===== config.mk =====
export PLATFORM = sky130hd
export DESIGN_NAME = i2c_master_bit_sequencer_flat
export DESIGN_NICKNAME = d
export VERILOG_FILES = /design/src/sv/i2cms_pkg.sv /design/src/sv/i2cms_cmd_if.sv /design/src/sv/i2cms_res_if.sv /design/src/sv/i2c_master_bit_sequencer.sv /design/src/flat_wrapper.sv
export SDC_FILE = /design/constraint.sdc
export NUM_CORES = 1
export LEC_CHECK = 0
export BUFFER_PORTS_ARGS = -buffer_cell sky130_fd_sc_hd__buf_2
export CAP_MARGIN = 20
export CORE_MARGIN = 1
export CORE_UTILIZATION = 34
export CTS_CLUSTER_SIZE = 40
export DETAILED_ROUTE_END_ITERATION = 7
export GPL_ROUTABILITY_DRIVEN = 0
export GPL_TIMING_DRIVEN = 0
export PLACE_DENSITY = 0.49
export SYNTH_ARGS = -nofsm -noshare
export SYNTH_HDL_FRONTEND = slang
export SYNTH_SLANG_ARGS = --single-unit

===== constraint.sdc =====
create_clock -name i_clk -period 7.1 [get_ports i_clk]
set_input_delay 1.42 -clock i_clk [delete_from_list [all_inputs] [get_ports i_clk]]
set_output_delay 1.42 -clock i_clk [all_outputs]
set_load 0.02 [all_outputs]

===== src/sv/i2cms_pkg.sv =====
`default_nettype none

package i2cms_pkg;

    typedef enum logic [1:0] {
        OP_START = 2'd0,
        OP_STOP  = 2'd1,
        OP_WRITE = 2'd2,
        OP_READ  = 2'd3
    } t_op;

    localparam logic KIND_CMD  = 1'b0;
    localparam logic KIND_TICK = 1'b1;

    localparam logic [4:0] LEN_START_STOP = 5'd4;
    localparam logic [4:0] LEN_WRITE      = 5'd29;
    localparam logic [4:0] LEN_READ       = 5'd22;
    localparam logic [4:0] WR_BITS_END    = 5'd24;
    localparam logic [4:0] RD_BITS_END    = 5'd16;
    localparam logic [4:0] RD_LAST_SAMPLE = 5'd15;

    typedef struct packed {
        logic       kind;
        logic [1:0] command;
        logic [7:0] write_byte;
        logic       sda_sample;
    } t_cmd;

    typedef struct packed {
        logic       scl_level;
        logic       sda_level;
        logic       sda_drive;
        logic       busy_res;
        logic       done_res;
        logic [7:0] read_byte;
        logic       nack_seen;
        logic       rejected;
    } t_res;

endpackage

`default_nettype wire


===== src/sv/i2cms_cmd_if.sv =====
`default_nettype none

interface i2cms_cmd_if
    import i2cms_pkg::*;
();
    logic valid;
    logic ready;
    t_cmd data;

    modport source (output valid, output data, input ready);
    modport sink (input valid, input data, output ready);
endinterface

`default_nettype wire


===== src/sv/i2cms_res_if.sv =====
`default_nettype none

interface i2cms_res_if
    import i2cms_pkg::*;
();
    logic valid;
    logic ready;
    t_res data;

    modport source (output valid, output data, input ready);
    modport sink (input valid, input data, output ready);
endinterface

`default_nettype wire


===== src/sv/i2c_master_bit_sequencer.sv =====
`default_nettype none

// I2C master bit sequencer. A command transaction (kind 0) loads start, stop,
// write byte or read byte while idle; each tick transaction (kind 1) then
// applies one pin step, and the result of every transaction gives the SCL/SDA
// levels, SDA drive, busy, done, last read byte, last write ACK and a
// rejected flag for a command sent while busy. One transaction is taken per
// clock unless a waiting result is not taken; its result appears in the
// output register in the cycle after it is accepted, and a new transaction
// is taken while that result waits as long as the result is being taken in
// the same cycle. An operation takes 4 (start/stop), 29 (write) or 22 (read)
// ticks. No clock stretching or arbitration.
module i2c_master_bit_sequencer
    import i2cms_pkg::*;
(
    input  wire         i_clk,
    input  wire         i_rst_n,
    i2cms_cmd_if.sink   i_cmd,
    i2cms_res_if.source o_res
);

    logic [4:0] r_step,  n_step;
    logic [1:0] r_phase, n_phase;
    t_op        r_op,    n_op;
    logic [7:0] r_shift, n_shift;
    logic [7:0] r_hold,  n_hold;
    logic       r_scl,   n_scl;
    logic       r_sda,   n_sda;
    logic       r_drv,   n_drv;
    logic       r_busy,  n_busy;
    logic       r_ack,   n_ack;
    logic       r_out_valid;
    t_res       r_res,   n_res;

    logic       accept;
    logic [4:0] step_inc;
    logic [4:0] op_len;
    t_cmd       cmd;

    assign cmd          = i_cmd.data;
    assign i_cmd.ready  = !r_out_valid || o_res.ready;
    assign accept       = i_cmd.valid && i_cmd.ready;
    assign o_res.valid  = r_out_valid;
    assign o_res.data   = r_res;
    assign step_inc     = r_step + 5'd1;

    always_comb begin
        case (r_op)
            OP_WRITE: op_len = LEN_WRITE;
            OP_READ:  op_len = LEN_READ;
            default:  op_len = LEN_START_STOP;
        endcase
    end

    always_comb begin
        n_step  = r_step;
        n_phase = r_phase;
        n_op    = r_op;
        n_shift = r_shift;
        n_hold  = r_hold;
        n_scl   = r_scl;
        n_sda   = r_sda;
        n_drv   = r_drv;
        n_busy  = r_busy;
        n_ack   = r_ack;
        n_res   = '0;

        if (cmd.kind == KIND_CMD) begin
            if (r_busy) begin
                n_res.rejected = 1'b1;
            end else begin
                n_op    = t_op'(cmd.command);
                n_step  = 5'd0;
                n_phase = 2'd0;
                n_shift = (t_op'(cmd.command) == OP_WRITE) ? cmd.write_byte : 8'd0;
                n_busy  = 1'b1;
            end
        end else if (r_busy) begin
            case (r_op)
                OP_START: begin
                    case (r_step[1:0])
                        2'd0: begin n_drv = 1'b1; n_sda = 1'b1; end
                        2'd1: n_scl = 1'b1;
                        2'd2: begin n_drv = 1'b1; n_sda = 1'b0; end
                        default: n_scl = 1'b0;
                    endcase
                end
                OP_STOP: begin
                    case (r_step[1:0])
                        2'd0: begin n_drv = 1'b1; n_sda = 1'b0; end
                        2'd1: n_scl = 1'b0;
                        2'd2: n_scl = 1'b1;
                        default: begin n_drv = 1'b1; n_sda = 1'b1; end
                    endcase
                end
                OP_WRITE: begin
                    if (r_step < WR_BITS_END) begin
                        n_phase = (r_phase == 2'd2) ? 2'd0 : r_phase + 2'd1;
                        case (r_phase)
                            2'd0: n_scl = 1'b0;
                            2'd1: begin
                                n_drv   = 1'b1;
                                n_sda   = r_shift[7];
                                n_shift = {r_shift[6:0], 1'b0};
                            end
                            default: n_scl = 1'b1;
                        endcase
                    end else begin
                        case (r_step)
                            5'd24: n_scl = 1'b0;
                            5'd25: n_drv = 1'b0;
                            5'd26: begin n_scl = 1'b1; n_ack = cmd.sda_sample; end
                            5'd27: n_scl = 1'b0;
                            default: n_drv = 1'b1;
                        endcase
                    end
                end
                default: begin
                    if (r_step == 5'd0) begin
                        n_drv = 1'b0;
                    end else if (r_step <= RD_BITS_END) begin
                        if (r_step[0]) begin
                            n_scl   = 1'b1;
                            n_shift = {r_shift[6:0], cmd.sda_sample};
                            if (r_step == RD_LAST_SAMPLE) begin
                                n_hold = {r_shift[6:0], cmd.sda_sample};
                            end
                        end else begin
                            n_scl = 1'b0;
                        end
                    end else begin
                        case (r_step)
                            5'd17: n_drv = 1'b1;
                            5'd18: n_scl = 1'b0;
                            5'd19: begin n_drv = 1'b1; n_sda = (r_shift == 8'd0); end
                            5'd20: n_scl = 1'b1;
                            default: n_scl = 1'b0;
                        endcase
                    end
                end
            endcase
            n_step = step_inc;
            if (step_inc >= op_len) begin
                n_busy         = 1'b0;
                n_step         = 5'd0;
                n_res.done_res = 1'b1;
            end
        end

        n_res.scl_level = n_scl;
        n_res.sda_level = n_drv & n_sda;
        n_res.sda_drive = n_drv;
        n_res.busy_res  = n_busy;
        n_res.read_byte = n_hold;
        n_res.nack_seen = n_ack;
    end

    always_ff @(posedge i_clk) begin
        if (!i_rst_n) begin
            r_step      <= 5'd0;
            r_phase     <= 2'd0;
            r_op        <= OP_START;
            r_shift     <= 8'd0;
            r_hold      <= 8'd0;
            r_scl       <= 1'b1;
            r_sda       <= 1'b1;
            r_drv       <= 1'b1;
            r_busy      <= 1'b0;
            r_ack       <= 1'b0;
            r_out_valid <= 1'b0;
        end else begin
            if (accept) begin
                r_step  <= n_step;
                r_phase <= n_phase;
                r_op    <= n_op;
                r_shift <= n_shift;
                r_hold  <= n_hold;
                r_scl   <= n_scl;
                r_sda   <= n_sda;
                r_drv   <= n_drv;
                r_busy  <= n_busy;
                r_ack   <= n_ack;
                r_out_valid <= 1'b1;
            end else if (o_res.ready) begin
                r_out_valid <= 1'b0;
            end
        end
    end

    always_ff @(posedge i_clk) begin
        if (accept) begin
            r_res <= n_res;
        end
    end

    a_reject: assert property (@(posedge i_clk) disable iff (!i_rst_n)
        accept && cmd.kind == KIND_CMD && r_busy |=> r_res.rejected && r_busy)
        else $error("busy command not rejected");

    a_step_range: assert property (@(posedge i_clk) disable iff (!i_rst_n)
        r_busy |-> r_step < op_len)
        else $error("step beyond operation length");

    a_done_idle: assert property (@(posedge i_clk) disable iff (!i_rst_n)
        r_out_valid && r_res.done_res |-> !r_res.busy_res && r_step == 5'd0)
        else $error("done while still busy");

    a_released_low: assert property (@(posedge i_clk) disable iff (!i_rst_n)
        r_out_valid && !r_res.sda_drive |-> !r_res.sda_level)
        else $error("released SDA reported high");

    a_hold_result: assert property (@(posedge i_clk) disable iff (!i_rst_n)
        r_out_valid && !o_res.ready |=> r_out_valid && $stable(r_res))
        else $error("stalled result changed");

endmodule

`default_nettype wire


===== src/flat_wrapper.sv =====
// flat-port wrapper written by rule: the top's interface ports become plain ports
module i2c_master_bit_sequencer_flat import i2cms_pkg::*;
  (i_clk, i_rst_n, i_cmd_valid, i_cmd_data, i_cmd_ready, o_res_valid, o_res_data, o_res_ready);
  i2cms_cmd_if i_cmd_i ();
  i2cms_res_if o_res_i ();
  input  wire i_clk;
  input  wire i_rst_n;
  input wire logic [$bits(i_cmd_i.valid)-1:0] i_cmd_valid;
  input wire logic [$bits(i_cmd_i.data)-1:0] i_cmd_data;
  output wire logic [$bits(i_cmd_i.ready)-1:0] i_cmd_ready;
  output wire logic [$bits(o_res_i.valid)-1:0] o_res_valid;
  output wire logic [$bits(o_res_i.data)-1:0] o_res_data;
  input wire logic [$bits(o_res_i.ready)-1:0] o_res_ready;
  assign i_cmd_i.valid = i_cmd_valid;
  assign i_cmd_i.data = i_cmd_data;
  assign i_cmd_ready = i_cmd_i.ready;
  assign o_res_valid = o_res_i.valid;
  assign o_res_data = o_res_i.data;
  assign o_res_i.ready = o_res_ready;
  i2c_master_bit_sequencer u_core (.i_clk(i_clk), .i_rst_n(i_rst_n), .i_cmd(i_cmd_i), .o_res(o_res_i));
endmodule

# Word level (Yosys, flattened, before mapping)
# Cells that the tools add are included.
word_totals:
  inputBits: 16
  n_memories: 0
  latch_bits: 0
  register_bits: 46
  output_inout_bits: 17
  ramBits: 0
  rom_bits: 0
op_classes:
  add_sub_neg: 2
  shift: 0
  n_reduce_logical: 21
  muxes: 73
  n_lt_le_gt_ge: 3
  mul: 0
  n_div: 0
  n_bitwise: 3
  n_eq_ne: 26
op_table:
  columns: ["cell", "n"]
  rows:
  - ["8-bit two-way mux", 16]
  - ["5-bit == test (second input constant)", 7]
  - ["1-bit two-way mux", 34]
  - ["5-bit two-way mux", 4]
  - ["1-bit one-hot mux with 2 select lines", 8]
  - ["8-bit one-hot mux with 2 select lines", 1]
  - ["2-bit two-way mux", 6]
  - ["3-bit != test (second input constant)", 4]
  - ["2-bit == test (second input constant)", 5]
  - ["5-bit one-hot mux with 2 select lines", 1]
  - ["2-bit OR reduction", 5]
  - ["1-bit one-hot mux with 3 select lines", 3]
  - ["9-bit AND reduction", 1]
  - ["8-bit logical NOT", 1]
  - ["2-bit != test (second input constant)", 4]
  - ["2-bit by 1-bit == test with 1-bit output (second input constant)", 3]
  - ["2-bit logical NOT", 3]
  - ["3-bit AND reduction", 2]
  - ["3-bit OR reduction", 2]
  - ["5-bit by 1-bit adder with 5-bit output (second input constant)", 1]
  - ["5-bit by 4-bit == test with 1-bit output (second input constant)", 1]
  - ["5-bit >= comparator", 1]
  - ["5-bit less-or-equal comparator (second input constant)", 1]
  - ["5-bit logical NOT", 1]
  - ["other kinds (12)", 13]

# Longest topological paths before layout
depth:
  ltp_word: 9
  ltp_mapped: 10
  ltp_nobuf: 9

# Worst setup path before layout
# OpenSTA, ideal clock, no wires.
synth_timing:
  path_kind: "input-to-output"
  from: "input o_res_ready"
  to: "output i_cmd_ready"
  n_path_buf: 0
  path_slack_ps: 4002
  required_time_ps: 5680
  arrival_time_ps: 1678
  stages: 1
  path_cell_list: "nand2b_1"
synth_via:
  elab_chain_len: 1
synth_rtl:
  columns: ["item", "line_no", "text"]
  rows:
  - ["start: declaration", "flat_wrapper.sv:13", "input wire logic [$bits(o_res_i.ready)-1:0] o_res_ready;"]
  - ["1-bit logical OR", "i2c_master_bit_sequencer.sv:41", "assign i_cmd.ready = !r_out_valid || o_res.ready;"]
  - ["end: declaration", "flat_wrapper.sv:10", "output wire logic [$bits(i_cmd_i.ready)-1:0] i_cmd_ready;"]
# Every way passes these cells.

# Worst setup path after layout
# Same ends and word-level chain as after synthesis.

==> out/qor.yml <==
status: "complete, no violations"
postSynth.asyncResetShare_pct: 0
cts_tree: "yes"
fillers: 756
fmax_mhz: 302
fin_crit_ns: 3.31
hold_end: "u_core.r_hold[6]"
synth_nets: 329
die_h_um: 89.6
synth-seq-cells: 46
hold_viol: 0
cp-end-kind: "primary output"
worstPathArrival_ns: 1.89
rr_endpoint: "u_core.r_shift[6]"
syn_area_per_cell_um2: 8.66
ios: 33
postCtsSetupBuffers: 0
clk_pin_slew_ns: 0.09
drive_gt1_share_pct: 16.1
min_period_over_period_pct: 46.6
slew_headroom_pct: 43.4
drv_slew: 0
synth-edff-count: 15
synth-seq-area-share_pct: 41.1
drt_first_pass_iters: 4
syn_inst: 301
coreArea_mm2: 0.00733
cts_hold_buf: 0
crit_fanout: 5
powerDensity_mw_per_mm2: 175
root_buffer: "clkbuf_8"
numCtsBuffers: 5
grt_overflow: 0
finalSetupTns_ns: 0
rrSetupSlack_ns: 4.15
power_leakage_nw: 1.10
timing.rr.start: "u_core.r_step[0]"
hold_path_class: "register to register"
hold_depth: 2
insertedDiodeCount: 0
cap_violations: 0
dieWidth_um: 89.6
grt.total_usage_pct: 17.6
ys_dominant_reg_cell: "dfxtp_1"
grt_pass1_wl_um: 10700
seq_area_mm2: 0.00107
fin_worst_skew_ns: 0.0127
setup_viol: 0
clk_path_buf_depth: 2
rsz0062_at_grt: "no"
yosysWarningCount: 0
wl_per_cell_um: 15.1
die_area_mm2: 0.00802
crit_required_ns: 5.68
cts.sinks: 46
grt_pass1_vias: 2033
grt_max_degree: 22
worstSetupPathType: "input pin to primary output"
start_util_pct: 35.6
drt_iter0_markers: 142
via_per_inst: 5.20
io_buffer_count: 32
netlist_area_mm2: 0.00261
synth_cell_types: 47
rows: 31
start_kind: "input pin"
wl_um: 6640
drc_errors: 0
peakVddDrop_mv: 0.0865
hold_start: "u_core.r_hold[6]"
antenna_found_initial: 0
cts_max_level: 2
multi_input_area_mm2: 0.00142
finalPower_w: 0.000523
hpwl_um: 4780
tightest_slew_ns: 0.848
nets: 368
post_cts_resized: 0
area_growth_pct: 14.4
num_vias: 2287
insertion_delay_ns: 0.30
antenna_left: 0
r2r.worst_path.cells: 8
layout by cell type, fill, tap and decap left out, types with 4 or more instances in the layout:
cell type / netlist / layout
nor2_1: 9 / 9
nand2b_1: 6 / 6
edfxtp_1: 15 / 15
mux2_2: 9 / 9
nand2_1: 62 / 62
clkbuf_8: 0 / 5
ha_1: 12 / 12
dfxtp_1: 31 / 31
nor2b_1: 4 / 4
clkbuf_1: 15 / 15
buf_2: 0 / 32
nand3_1: 16 / 16
a21oi_1: 14 / 14
a211oi_1: 4 / 4
o21ai_0: 25 / 25
mux2i_1: 11 / 11
inv_1: 14 / 14
and2_1: 5 / 5
sequential cells by signal, summed over array words and instances (netlist names):
| signal | count |
|---|---|
| u_core.o_res.data | 15 |
| u_core.r_hold | 8 |
| u_core.r_shift | 8 |
| u_core.r_step | 5 |
| u_core.r_op | 2 |
| u_core.r_phase | 2 |
| u_core.o_res.valid | 1 |
| u_core.r_ack | 1 |
| u_core.r_busy | 1 |
| u_core.r_drv | 1 |
| u_core.r_scl | 1 |
| u_core.r_sda | 1 |
kinds of logic (layout without fill, tap and decap cells):
| family | after synthesis | count (layout) | share of synthesized area, % |
|---|---|---|---|
| adders and majority gates | 12 | 12 | 5.76 |
| xor gates and xnor gates | 3 | 3 | 1.01 |
| muxes | 20 | 20 | 8.11 |
| AOI/OAI and AO/OA | 66 | 66 | 17.0 |
| buffers and inverters | 32 | 72 | 4.61 |
| and+or+nand+nor | 122 | 122 | 22.5 |
| DFF | 46 | 46 | 41.1 |
metal layers:
layer	part of all wire [%]	GRT usage, %	vias up	wire length (um)
li1	-	-	1150	-
met1	52	25.9	1084	3430
met2	44	26.9	49	2930
met3	3.7	3.02	4	245
met4	0.56	3.90	0	37
met5	0	0	-	0
layout make-up:
cell class	instances	share of cell area, %
sequential	46	35.9
tap	99	4.15
multi-input combinational	223	47.5
buffer	18	2.26
clock inverter	3	0.797
timing repair buffer	32	5.37
clock buffer	5	2.31
inverter	14	1.76
how the worst max path moves through the flow:
| stage | startpoint | to | cells after the start |
|---|---|---|---|
| CTS | o_res_ready | i_cmd_ready | 3 |
| floorplan | o_res_ready | i_cmd_ready | 1 |
| finish | o_res_ready | i_cmd_ready | 3 |
| global placement | i_cmd_data[11] | u_core.r_hold[5] | 8 |
| global route | i_cmd_data[11] | u_core.r_hold[5] | 8 |
| detailed placement | i_cmd_data[11] | u_core.r_hold[4] | 7 |
cells in the mapped netlist (2+ instances only):
master	instances	share of area, %
nand2_1	62	8.9
nand4_1	3	0.72
o221a_2	2	0.86
dfxtp_1	31	24
nor4_1	3	0.72
a211oi_1	4	1.2
ha_1	12	5.8
nor2_1	9	1.3
clkbuf_1	15	2.2
edfxtp_1	15	17
and2_1	5	1.2
or4_1	3	0.86
o31a_1	2	0.67
and3_1	2	0.48
buf_1	3	0.43
o31ai_1	3	0.86
or3_1	3	0.72
nor2b_1	4	0.96
a21oi_1	14	2.7
o21ai_0	25	4.8
nand3b_1	2	0.58
nand3_1	16	3.1
xnor2_1	2	0.67
mux2_2	9	3.9
inv_1	14	2.0
o21a_1	2	0.58
mux2i_1	11	4.2
nand2b_1	6	1.4
metrics by stage:
step	hold WS, ns	instance area, um2	std cells	setup slack, ns	utilization, %
floorplan	0.432	2610	301	4.00	-
global placement	0.440	2890	432	3.53	39.4
detailed placement	0.448	2890	432	3.57	39.4
CTS	0.464	2980	440	3.80	40.7
global route	0.480	2980	440	3.73	40.7
finish	0.460	2980	440	3.79	40.7
report_power, final:
group / total, W / internal, W / leakage (nW) / switching [W]
registers: 0.000284 / 0.000279 / 0.395 / 0.00000508
clock network: 0.000168 / 0.0000705 / 0.0408 / 0.0000971
logic: 0.0000712 / 0.0000252 / 0.668 / 0.0000460
total: 0.000523 / 0.000375 / 1.10 / 0.000148
critical path, stage by stage:
cell	delay (ns)
buf_2	0.09
nand2b_1	0.19
buf_2	0.19
Power figures use the tool's default switching activity.
